### src/bdq_pkg.sv
package bdq_pkg;

  localparam int CAPACITY_DEF = 32;
  localparam int DATA_W       = 32;
  localparam int ACTION_W     = 3;
  localparam int COUNT_W      = 6;
  localparam int KIND_W       = 2;

  typedef enum logic [ACTION_W-1:0] {
    ACT_PUSH_FRONT = 3'd0,
    ACT_PUSH_BACK  = 3'd1,
    ACT_POP_FRONT  = 3'd2,
    ACT_POP_BACK   = 3'd3,
    ACT_DELETE     = 3'd4,
    ACT_FIRST_N    = 3'd5,
    ACT_LAST_N     = 3'd6,
    ACT_ALL        = 3'd7
  } action_t;

  typedef enum logic [KIND_W-1:0] {
    KIND_ENTRY = 2'd0,
    KIND_EMPTY = 2'd1,
    KIND_NONE  = 2'd2,
    KIND_FULL  = 2'd3
  } kind_t;

  typedef enum logic [1:0] {
    STR_ALL   = 2'd0,
    STR_FIRST = 2'd1,
    STR_LAST  = 2'd2
  } str_mode_t;

  typedef struct packed {
    logic      push_front;
    logic      push_back;
    logic      pop_front;
    logic      pop_back;
    logic      del_start;
    logic      del_run;
    logic      del_finish;
    logic      str_start;
    logic      str_run;
    str_mode_t str_mode;
    logic      note_load;
    kind_t     note_kind;
  } bdq_cmd_t;

  typedef struct packed {
    logic empty;
    logic full;
    logic count_zero;
    logic count_over;
    logic out_free;
    logic scan_done;
  } bdq_stat_t;

endpackage

### src/bdq_ram.sv
module bdq_ram #(
  parameter int WIDTH = bdq_pkg::DATA_W,
  parameter int DEPTH = bdq_pkg::CAPACITY_DEF
) (
  input  logic                     clk,
  input  logic                     we,
  input  logic [$clog2(DEPTH)-1:0] waddr,
  input  logic [WIDTH-1:0]         wdata,
  input  logic                     re,
  input  logic [$clog2(DEPTH)-1:0] raddr,
  output logic [WIDTH-1:0]         rdata
);

  logic [WIDTH-1:0] mem [DEPTH];

  always_ff @(posedge clk) begin
    if (we) begin
      mem[waddr] <= wdata;
    end
    if (re) begin
      rdata <= mem[raddr];
    end
  end

endmodule

### src/bdq_ctrl.sv
module bdq_ctrl (
  input  logic                            clk,
  input  logic                            rst,
  input  logic                            in_valid,
  output logic                            in_stall,
  input  logic [bdq_pkg::ACTION_W-1:0]    action,
  input  bdq_pkg::bdq_stat_t              stat,
  output bdq_pkg::bdq_cmd_t               cmd
);

  typedef enum logic [1:0] {
    S_IDLE,
    S_NOTE,
    S_DEL,
    S_STREAM
  } state_t;

  state_t          state;
  state_t          state_next;
  bdq_pkg::kind_t  note_kind;
  bdq_pkg::kind_t  note_kind_next;
  bdq_pkg::action_t act;
  logic            accept;

  assign act      = bdq_pkg::action_t'(action);
  assign in_stall = (state != S_IDLE);
  assign accept   = (state == S_IDLE) && in_valid;

  always_comb begin
    cmd            = '0;
    cmd.str_mode   = bdq_pkg::STR_ALL;
    cmd.note_kind  = note_kind;
    state_next     = state;
    note_kind_next = note_kind;
    unique case (state)
      S_IDLE: begin
        if (accept) begin
          unique case (act)
            bdq_pkg::ACT_PUSH_FRONT, bdq_pkg::ACT_PUSH_BACK: begin
              if (stat.full) begin
                note_kind_next = bdq_pkg::KIND_FULL;
                state_next     = S_NOTE;
              end else begin
                cmd.push_front = (act == bdq_pkg::ACT_PUSH_FRONT);
                cmd.push_back  = (act == bdq_pkg::ACT_PUSH_BACK);
              end
            end
            bdq_pkg::ACT_POP_FRONT, bdq_pkg::ACT_POP_BACK: begin
              if (stat.empty) begin
                note_kind_next = bdq_pkg::KIND_EMPTY;
                state_next     = S_NOTE;
              end else begin
                cmd.pop_front = (act == bdq_pkg::ACT_POP_FRONT);
                cmd.pop_back  = (act == bdq_pkg::ACT_POP_BACK);
              end
            end
            bdq_pkg::ACT_DELETE: begin
              cmd.del_start = 1'b1;
              state_next    = S_DEL;
            end
            bdq_pkg::ACT_FIRST_N, bdq_pkg::ACT_LAST_N, bdq_pkg::ACT_ALL: begin
              priority if (stat.empty) begin
                note_kind_next = bdq_pkg::KIND_EMPTY;
                state_next     = S_NOTE;
              end else if (act == bdq_pkg::ACT_ALL || stat.count_over) begin
                cmd.str_start = 1'b1;
                cmd.str_mode  = bdq_pkg::STR_ALL;
                state_next    = S_STREAM;
              end else if (stat.count_zero) begin
                note_kind_next = bdq_pkg::KIND_NONE;
                state_next     = S_NOTE;
              end else begin
                cmd.str_start = 1'b1;
                cmd.str_mode  = (act == bdq_pkg::ACT_FIRST_N) ? bdq_pkg::STR_FIRST
                                                              : bdq_pkg::STR_LAST;
                state_next    = S_STREAM;
              end
            end
            default: begin
              state_next = S_IDLE;
            end
          endcase
        end
      end
      S_NOTE: begin
        if (stat.out_free) begin
          cmd.note_load = 1'b1;
          state_next    = S_IDLE;
        end
      end
      S_DEL: begin
        cmd.del_run = 1'b1;
        if (stat.scan_done) begin
          cmd.del_finish = 1'b1;
          state_next     = S_IDLE;
        end
      end
      S_STREAM: begin
        cmd.str_run = 1'b1;
        if (stat.scan_done) begin
          state_next = S_IDLE;
        end
      end
      default: begin
        state_next = S_IDLE;
      end
    endcase
  end

  always_ff @(posedge clk) begin
    if (rst) begin
      state     <= S_IDLE;
      note_kind <= bdq_pkg::KIND_EMPTY;
    end else begin
      state     <= state_next;
      note_kind <= note_kind_next;
    end
  end

endmodule

### src/bdq_dp.sv
module bdq_dp #(
  parameter int CAPACITY = bdq_pkg::CAPACITY_DEF
) (
  input  logic                                clk,
  input  logic                                rst,
  input  logic signed [bdq_pkg::DATA_W-1:0]   value,
  input  logic [bdq_pkg::COUNT_W-1:0]         count,
  input  bdq_pkg::bdq_cmd_t                   cmd,
  output bdq_pkg::bdq_stat_t                  stat,
  output logic                                out_valid,
  input  logic                                out_stall,
  output logic [bdq_pkg::KIND_W-1:0]          kind,
  output logic signed [bdq_pkg::DATA_W-1:0]   entry,
  output logic                                last_of_run
);

  localparam int IDXW = $clog2(CAPACITY);
  localparam int CNTW = $clog2(CAPACITY + 1);

  logic [IDXW-1:0]            head;
  logic [CNTW-1:0]            cnt;
  logic [bdq_pkg::DATA_W-1:0] req_value;
  logic [CNTW-1:0]            rd_off;
  logic [CNTW-1:0]            rd_end;
  logic                       rd_valid;
  logic                       rd_last;
  logic [CNTW-1:0]            kept;
  logic [bdq_pkg::KIND_W-1:0] kind_q;
  logic [bdq_pkg::DATA_W-1:0] entry_q;
  logic                       last_q;

  logic                       out_free;
  logic                       consume;
  logic                       issue;
  logic                       keep;
  logic [IDXW-1:0]            head_dec;
  logic [CNTW-1:0]            count_c;
  logic                       ram_we;
  logic [IDXW-1:0]            ram_waddr;
  logic [bdq_pkg::DATA_W-1:0] ram_wdata;
  logic [IDXW-1:0]            ram_raddr;
  logic [bdq_pkg::DATA_W-1:0] ram_rdata;

  function automatic logic [IDXW-1:0] pos(input logic [IDXW-1:0] h,
                                          input logic [CNTW-1:0] off);
    logic [CNTW:0] s;
    s = (CNTW+1)'(h) + (CNTW+1)'(off);
    if (s >= (CNTW+1)'(CAPACITY)) begin
      s = s - (CNTW+1)'(CAPACITY);
    end
    return s[IDXW-1:0];
  endfunction

  assign out_free = !out_valid || !out_stall;
  assign consume  = rd_valid && (cmd.del_run || (cmd.str_run && out_free));
  assign issue    = (cmd.str_run || cmd.del_run) && (rd_off != rd_end)
                    && (!rd_valid || consume);
  assign keep     = cmd.del_run && rd_valid && (ram_rdata != req_value);
  assign head_dec = (head == '0) ? IDXW'(CAPACITY - 1) : head - 1'b1;
  assign count_c  = CNTW'(count);

  assign stat.empty      = (cnt == '0);
  assign stat.full       = (cnt == CNTW'(CAPACITY));
  assign stat.count_zero = (count == '0);
  assign stat.count_over = (bdq_pkg::COUNT_W+1)'(count) > (bdq_pkg::COUNT_W+1)'(cnt);
  assign stat.out_free   = out_free;
  assign stat.scan_done  = (rd_off == rd_end) && !rd_valid;

  always_comb begin
    ram_we    = 1'b0;
    ram_waddr = head_dec;
    ram_wdata = value;
    priority if (cmd.push_front) begin
      ram_we = 1'b1;
    end else if (cmd.push_back) begin
      ram_we    = 1'b1;
      ram_waddr = pos(head, cnt);
    end else if (keep) begin
      ram_we    = 1'b1;
      ram_waddr = pos(head, kept);
      ram_wdata = ram_rdata;
    end else begin
      ram_we = 1'b0;
    end
  end

  assign ram_raddr = pos(head, rd_off);

  bdq_ram #(
    .WIDTH (bdq_pkg::DATA_W),
    .DEPTH (CAPACITY)
  ) u_ram (
    .clk   (clk),
    .we    (ram_we),
    .waddr (ram_waddr),
    .wdata (ram_wdata),
    .re    (issue),
    .raddr (ram_raddr),
    .rdata (ram_rdata)
  );

  always_ff @(posedge clk) begin
    if (rst) begin
      head      <= '0;
      cnt       <= '0;
      rd_off    <= '0;
      rd_end    <= '0;
      rd_valid  <= 1'b0;
      kept      <= '0;
      out_valid <= 1'b0;
    end else begin
      priority if (cmd.push_front) begin
        head <= head_dec;
        cnt  <= cnt + 1'b1;
      end else if (cmd.push_back) begin
        cnt <= cnt + 1'b1;
      end else if (cmd.pop_front) begin
        head <= pos(head, CNTW'(1));
        cnt  <= cnt - 1'b1;
      end else if (cmd.pop_back) begin
        cnt <= cnt - 1'b1;
      end else if (cmd.del_finish) begin
        cnt <= kept;
      end else begin
        cnt <= cnt;
      end

      priority if (cmd.del_start) begin
        rd_off <= '0;
        rd_end <= cnt;
        kept   <= '0;
      end else if (cmd.str_start) begin
        unique case (cmd.str_mode)
          bdq_pkg::STR_FIRST: begin
            rd_off <= '0;
            rd_end <= count_c;
          end
          bdq_pkg::STR_LAST: begin
            rd_off <= cnt - count_c;
            rd_end <= cnt;
          end
          default: begin
            rd_off <= '0;
            rd_end <= cnt;
          end
        endcase
      end else begin
        if (issue) begin
          rd_off <= rd_off + 1'b1;
        end
        if (keep) begin
          kept <= kept + 1'b1;
        end
      end

      if (issue) begin
        rd_valid <= 1'b1;
      end else if (consume) begin
        rd_valid <= 1'b0;
      end

      if (cmd.note_load || (cmd.str_run && consume)) begin
        out_valid <= 1'b1;
      end else if (!out_stall) begin
        out_valid <= 1'b0;
      end
    end
  end

  always_ff @(posedge clk) begin
    if (cmd.del_start) begin
      req_value <= value;
    end
    if (issue) begin
      rd_last <= (rd_off + 1'b1 == rd_end);
    end
    if (cmd.note_load) begin
      kind_q  <= cmd.note_kind;
      entry_q <= '0;
      last_q  <= 1'b1;
    end else if (cmd.str_run && consume) begin
      kind_q  <= bdq_pkg::KIND_ENTRY;
      entry_q <= ram_rdata;
      last_q  <= rd_last;
    end
  end

  assign kind        = kind_q;
  assign entry       = $signed(entry_q);
  assign last_of_run = last_q;

  assert property (@(posedge clk) disable iff (rst) cnt <= CNTW'(CAPACITY))
    else $error("entry count beyond capacity");

  assert property (@(posedge clk) disable iff (rst) (IDXW+1)'(head) < (IDXW+1)'(CAPACITY))
    else $error("head index out of range");

  assert property (@(posedge clk) disable iff (rst) rd_off <= rd_end)
    else $error("scan offset passed its end");

  assert property (@(posedge clk) disable iff (rst) cmd.del_run |-> kept <= rd_off)
    else $error("compaction write overtook read");

  assert property (@(posedge clk) disable iff (rst)
                   (rd_valid && !consume && !issue) |=> rd_valid)
    else $error("pending read beat lost");

endmodule

### src/bounded_deque_with_value_removal.sv
// Bounded double-ended queue of signed 32-bit entries held in list order in a
// circular RAM with one write port and one registered read port. A successful push
// or pop gives no beat. A push onto a full list, a pop or print on an empty one, or a
// print of zero entries holds the input and gives a single status beat once the
// output register is free. A delete-by-value scans and compacts the list in place,
// one entry a cycle over the RAM read port, and holds the input until the scan is
// done. A print of N entries (of all entries when N exceeds the entry count) streams
// one beat a cycle once the RAM read latency is covered and while the output side
// does not stall, and the final beat carries last_of_run. A new request is taken
// while the last beat of the previous one still waits in the output register.
module bounded_deque_with_value_removal #(
  parameter int CAPACITY = bdq_pkg::CAPACITY_DEF
) (
  input  logic                              clk,
  input  logic                              rst,
  input  logic                              in_valid,
  output logic                              in_stall,
  input  logic [bdq_pkg::ACTION_W-1:0]      action,
  input  logic signed [bdq_pkg::DATA_W-1:0] value,
  input  logic [bdq_pkg::COUNT_W-1:0]       count,
  output logic                              out_valid,
  input  logic                              out_stall,
  output logic [bdq_pkg::KIND_W-1:0]        kind,
  output logic signed [bdq_pkg::DATA_W-1:0] entry,
  output logic                              last_of_run
);

  bdq_pkg::bdq_cmd_t  cmd;
  bdq_pkg::bdq_stat_t stat;

  bdq_ctrl u_ctrl (
    .clk      (clk),
    .rst      (rst),
    .in_valid (in_valid),
    .in_stall (in_stall),
    .action   (action),
    .stat     (stat),
    .cmd      (cmd)
  );

  bdq_dp #(
    .CAPACITY (CAPACITY)
  ) u_dp (
    .clk         (clk),
    .rst         (rst),
    .value       (value),
    .count       (count),
    .cmd         (cmd),
    .stat        (stat),
    .out_valid   (out_valid),
    .out_stall   (out_stall),
    .kind        (kind),
    .entry       (entry),
    .last_of_run (last_of_run)
  );

endmodule
### config.mk
export PLATFORM = sky130hd
export DESIGN_NAME = bounded_deque_with_value_removal
export DESIGN_NICKNAME = d
export VERILOG_FILES = /design/src/bdq_pkg.sv /design/src/bdq_ram.sv /design/src/bdq_ctrl.sv /design/src/bdq_dp.sv /design/src/bounded_deque_with_value_removal.sv
export SDC_FILE = /design/constraint.sdc
export NUM_CORES = 1
export LEC_CHECK = 0
export BUFFER_PORTS_ARGS = -buffer_cell sky130_fd_sc_hd__buf_4
export CORE_MARGIN = 4
export CORE_UTILIZATION = 38
export CTS_CLUSTER_DIAMETER = 50
export DETAILED_ROUTE_END_ITERATION = 10
export PLACE_DENSITY = 0.61
export SYNTH_ARGS = -nofsm -noshare
export SYNTH_HDL_FRONTEND = slang
export SYNTH_SLANG_ARGS = --single-unit
### constraint.sdc
create_clock -name clk -period 6.9 [get_ports clk]
set_clock_uncertainty 0.15 [all_clocks]
set_input_delay 0.345 -clock clk [delete_from_list [all_inputs] [get_ports clk]]
set_output_delay 0.345 -clock clk [all_outputs]
set_load 0.02 [all_outputs]
# [Word level (Yosys, flattened, before mapping)]
# Memory sizes are Yosys's and may differ from the RTL's. A register that Yosys moved wholly into a read port is not among the register bits.
# Cells that the tools add are included.
[totals] register_bits=103 mem_bits_rw=1024 output_inout_bits=37 word_cells=179 n_memories=1
[classes] addsub=14 magnitude_cmp=5 n_eq_ne=28 n_mux=76 n_bitwise=1 n_reduce_logical=40
[mem_list] name="u_dp.u_ram.mem" depth=32 word_bits=32 rd=1 rd_ports_with_merged_regs=1 write_ports=1 line_no="bdq_ram.sv:14" source="logic [WIDTH-1:0] mem [DEPTH];"
[op_table] cell="2-to-1 mux 32 bit" n=3
[op_table] cell="2-to-1 mux 6 bit" n=11
[op_table] cell="2-to-1 mux 5 bit" n=13
[op_table] cell="2-to-1 mux 2 bit" n=26
[op_table] cell="!= test 32 bit" n=1
[op_table] cell="subtractor 5 x 1 -> 5 bit (second input constant)" n=5
[op_table] cell="adder 5 x 6 -> 7 bit" n=3
[op_table] cell=">= comparator 7 x 6 -> 1 bit (second input constant)" n=3
[op_table] cell="2-to-1 mux 1 bit" n=20
[op_table] cell="adder 6 x 1 -> 6 bit (second input constant)" n=3
[op_table] cell="equality test 3 bit (second input constant)" n=4
[op_table] cell="equality test 6 bit" n=2
[op_table] cell="zero test 6 bit" n=2
[op_table] cell="!= test 3 bit (second input constant)" n=4
[op_table] cell="one-hot mux 2 bit (3 select lines)" n=2
[op_table] cell="nonzero test 2 bit" n=6
[op_table] cell="!= test 2 x 1 -> 1 bit (second input constant)" n=5
[op_table] cell="logical AND 1 bit" n=9
[op_table] cell="one-hot mux 2 bit (4 select lines)" n=1
[op_table] cell="OR reduction 2 bit" n=4
[op_table] cell="AND reduction 7 bit" n=1
[op_table] cell="adder 5 x 1 -> 6 bit (second input constant)" n=1
[op_table] cell="equality test 2 bit (second input constant)" n=3
[op_table] cell="equality test 3 x 2 -> 1 bit (second input constant)" n=2
[op_table] cell="20 further kinds" n=30

# [Longest topological paths before layout]
[depth] word_depth=12 ltp_mapped=11 depth_no_buf=10

# [Cells and area by module]
# Synthesis repeated with hierarchy kept, for this count alone.
[hier_totals] cells_unflattened=2948 hier_area_um2=47209.0
[by_module_without_submodules] module="bdq_ram" instances=1 cells_each=2260 area_per_inst_um2=40812.9
[by_module_without_submodules] module="bdq_dp" instances=1 cells_each=637 area_per_inst_um2=6034.5
[by_module_without_submodules] module="bdq_ctrl" instances=1 cells_each=51 area_per_inst_um2=361.6

# [Worst setup path before layout]
# Ideal clock, no wire load.
[synth_path] kind="register to register" startpoint="register u_dp.cnt[1]" endpoint="memory u_dp.u_ram.mem[20][0] in the netlist's numbering (enable)" setup_time_ps=461 t_arrival_ps=4494 t_required_ps=6289 path_slack_ps=1795 path_stages_with_launch=11 period_less_slack_ps=5105 path_cell_list="dfxtp_1 -> inv_1 -> ha_1 -> or4b_1 -> buf_2 -> o21ai_4 -> nor3b_4 -> o311ai_2 -> nand2b_1 -> buf_2 -> nor3_1"
[synth_via] elab_chain_len=9
[synth_rtl] element="from (decl)" line_no="bdq_dp.sv:21" source="logic [CNTW-1:0] cnt;"
[synth_rtl] element="from (signal assigned)" line_no="bdq_dp.sv:114" source="cnt <= cnt + 1'b1;"
[synth_rtl] element="from (signal assigned)" line_no="bdq_dp.sv:116" source="cnt <= cnt + 1'b1;"
[synth_rtl] element="from (signal assigned)" line_no="bdq_dp.sv:119" source="cnt <= cnt - 1'b1;"
[synth_rtl] element="parallel branches: the longest is 9 deep, another holds adder 5 x 6 -> 7 bit"
[synth_rtl] element="to (decl)" line_no="bdq_ram.sv:14"
# Parallel ways; which one is timed is not known.

# [Worst setup path in the final report]
[layout_path] startpoint="register u_dp.u_ram.rdata[16] (read register of u_dp.u_ram.mem)" endpoint="memory u_dp.u_ram.mem[4][18] in the netlist's numbering (enable)"
[layout_via] elab_chain_len=7
[layout_rtl] element="from (decl)" line_no="bdq_ram.sv:11" source="output logic [WIDTH-1:0] rdata"
[layout_rtl] element="!= test 32 bit (*)" line_no="bdq_dp.sv:58" source="assign keep = cmd.del_run && rd_valid && (ram_rdata != req_value);"
[layout_rtl] element="logical AND 1 bit (*)" line_no="bdq_dp.sv:58"
[layout_rtl] element="2-to-1 mux 1 bit" line_no="bdq_dp.sv:78" source="end else if (keep) begin"
[layout_rtl] element="2-to-1 mux 1 bit" line_no="bdq_dp.sv:75" source="end else if (cmd.push_back) begin"
[layout_rtl] element="2-to-1 mux 1 bit" line_no="bdq_dp.sv:73" source="priority if (cmd.push_front) begin"
[layout_rtl] element="2-to-1 mux 1 bit" line_no="bdq_ram.sv:17" source="if (we) begin"
[layout_rtl] element="2-to-1 mux 1 bit (implied by the code)" line_no="bdq_ram.sv:18" source="mem[waddr] <= wdata;"
# Mark *: on every way between the ends. The rest lies on a longest branch, timed or not.

==> summary.md <==
| Metric | Value |
|---|---|
| Clock transition at path regs | `60 ps` |
| Pre-Repair DR Iteration Count | `5` |
| Cells after Synth | `around 2600` |
| Number of max-slew violations in the final report | `0` |
| Final wirelength | `between 100000 and 150000 um` |
| Placed cells | `4218` |
| Cts hold-fix bufs | `43` |
| Die height | `358 um` |
| Final net count | `2832` |
| Total track usage | `18.5%` |
| Initial Utilization | `38.2%` |
| Fin area | `53700 um2` |
| Post-synthesis sequential area ratio | `73.5%` |
| Worst slew pin tran | `between 1000 and 1500 ps` |
| WS Path Type | `flip-flop to flip-flop` |
| Resized Gates After CTS | `0` |
| Remaining antenna violation count after routing | `0` |
| Via density | `5.57` |
| Worst VDD drop | `206 uV` |
| Sequential fraction of design power | `51.1%` |
| Gpl congestion | `0.927` |
| Crit-path slowest cell | `nor4_1` |
| Yosys warning total | `0` |
| Top-count cell post-synth | `edfxtp_1` |
| Final setup viols | `0` |
| Maximum buffer depth of the clock tree | `3` |
| CTS root buffer | `clkbuf_16` |
| Pre-CTS WS | `1940 ps` |
| Clock network power share | `42.3%` |
| Max Freq | `roughly 0.2 GHz` |
| Synth Net Count | `2672` |
| FP Rows | `128` |
| # DRC | `0` |
| # IOs | `82` |
| Final Hold Viols | `0` |
| CP peak stage delay | `between 900 and 1000 ps` |
| Asr flop ratio synth | `0%` |
| Crit path time final | `4860 ps` |
| Chip width | `between 300 and 400 um` |
| Cell Area, Synth | `between 40000 and 50000 um2` |
| Fin util | `44.2%` |
| Port buffer count | `81` |
| Top cell type's share of synthesized area | `a little over two thirds` |
| Register area | `34100 um2` |
| CP Cell Sequence | `xor2_1 -> nor4_1 -> nand4_1 -> o211ai_1 -> o311ai_2 -> or2_1 -> nor3_2 -> buf_4` |
| Largest net degree at the start of global routing | `approximately 130` |
| Clk sinks | `1159` |
| Yosys reg bits | `~1200` |
| Avg Inst Size Synth | `17.9 um2` |
| Total power | `15.2 mW` |
| Period utilization | `70.4%` |
| Run status | `completed` |
| Setup Fix Bufs, Post-CTS | `0` |
| Synth cell count leaders | `1091 x edfxtp_1, 376 x nand2_1, 256 x mux4_2` |
| Synth area leader | `edfxtp_1` |
| Max-cap viol count | `0` |
| Setup TNS | `0 ps` |
| Sw power | `3.36 mW` |
| CTS tree | `built` |
| WHS | `75.2 ps` |
| Area of the multi-input gates | `11900 um2` |
| Core footprint | `122000 um2` |
| ANT cells | `0` |
| Area after DPL | `approximately 49000 um2` |
| Total CTS buffers | `121` |
| Slew HR | `between 20% and 30%` |
| Fraction of layout cells with a size suffix above 1 | `23.0%` |
| Critical Path Fanout Max | `23` |
| Final Non-Filler Cells | `~4500` |
| Cell Int Power | `11.9 mW` |
| First-pass GRT wire length | `around 170000 um` |
| Vias post-DR | `24974` |
| Unique cell type count in the Yosys netlist | `73` |
| DRT iter0 DRCs | `2840` |
| Worst min path class | `primary input to flip-flop` |
| Number of flops mapped to enable cells by yosys | `1091` |
| Worst path arrival time | `between 5000 and 6000 ps` |
| Startpoint Class | `flip-flop` |
| Global route overflow | `0` |
| Critical path endpoint category | `flip-flop` |
| Ranking of synthesized cells by area | `edfxtp_1 71%, mux4_2 12%, nand2_1 3.0%, dfxtp_1 2.9%, nand3_1 1.9%` |
| Area growth, synth to finish | `15.6%` |
| Sw Share | `22.1%` |
| Initial antenna violation count | `0` |
| Wirelength per Cell | `26.5 um` |
| Synth Flop Type | `edfxtp_1` |
| Vias in the first global route | `25556` |
| Full die area | `128000 um2` |
| Detailed placement HPWL | `70900 um` |
| H-tree levels | `3` |
| Setup ws final | `approximately 2000 ps` |
| Layout fillers | `around 10000` |
| PwrDens | `284 nW/um2` |
| RSZ-0062 raised after global routing | `no` |
| CP required | `7100 ps` |
| Gate power share | `approximately 6.6%` |
| Leak pwr | `17.1 nW` |
| Skew-Pair Late Insertion Delay | `720 ps` |
cell usage in the layout (no fill, tap or decap), types with 23 or more instances in the layout:
cell type	instances
nor2_1	34
buf_4	128
ha_1	23
a21oi_1	71
dfxtp_1	68
mux2_2	32
nand2_1	376
clkinv_1	23
dlygate4sd3_1	43
edfxtp_1	1091
xor2_1	50
inv_1	23
mux4_2	256
nand3_1	174
clkbuf_16	124
o21ai_0	45
clkbuf_1	27
nor3_4	24
power by group through the flow:
stage / clock network, mW / logic, mW / registers [mW]
4_1_cts: 6.56 / 1.02 / 7.79
3_5_place_dp: 0 / 0.998 / 7.94
3_3_place_gp: 0 / 0.985 / 7.94
5_1_grt: 6.87 / 1.09 / 7.80
2_1_floorplan: 0 / 0.657 / 7.93
6_report: 6.44 / 1.01 / 7.80
routing by layer:
layer,global-route usage [%],wire [um],share of wire (%),up-vias
li1,-,-,-,10590
met1,25.3,49300,42,13207
met2,29.7,56400,47,986
met3,4.50,9780,8.2,191
met4,5.10,3300,2.8,0
met5,0,0,0,-
area by class of cell:
type                    instances  area share (%)
flip-flops and latches       1159            63.6
clock inverters                68            1.41
repair buffers                178            2.85
well taps                    1625            3.79
multi-input cells            1276            22.2
inverters                      23           0.161
clock buffers                 151            5.97
worst max-delay path: cells and delay by family, from the launching register on:
kind	cells	cell delay (ps)
AND/OR/NAND/NOR	4	2600
buffers and inverters	1	540
AO/OA/AOI/OAI	2	530
flip-flops	1	440
XOR/XNOR	1	200
sequential cells by signal, summed over array words and instances (netlist names), 6 cells and up:
name              flops
u_dp.kept             6
u_dp.req_value       32
u_dp.u_ram.rdata     32
u_dp.entry           32
u_dp.rd_off           6
u_dp.u_ram.mem     1024
u_dp.rd_end           6
u_dp.cnt              6
worst paths after layout:
kind / start / depth (start not counted) / to / slack (ps)
min: action[0] / 4 / u_dp.head[1] / 80
max: u_dp.u_ram.rdata[16] / 8 / u_dp.u_ram.mem[4][18] / 2040
max reg2reg: u_dp.u_ram.rdata[16] / 8 / u_dp.u_ram.mem[4][18] / 2040
min reg2reg: u_dp.entry[30] / 2 / u_dp.entry[30] / 310
cells by family (layout without fill, tap and decap cells):
logic type / count (synthesis) / after routing / share of synthesized area [%]
AOI/OAI and AO/OA: 195 / 195 / 2.67
muxes: 289 / 289 / 13.2
xor gates and xnor gates: 73 / 73 / 1.38
and+or+nand+nor: 691 / 691 / 6.95
DFF: 1159 / 1159 / 73.5
buffers and inverters: 164 / 420 / 1.48
adders and majority gates: 28 / 28 / 0.819
Power figures use the tool's default switching activity.
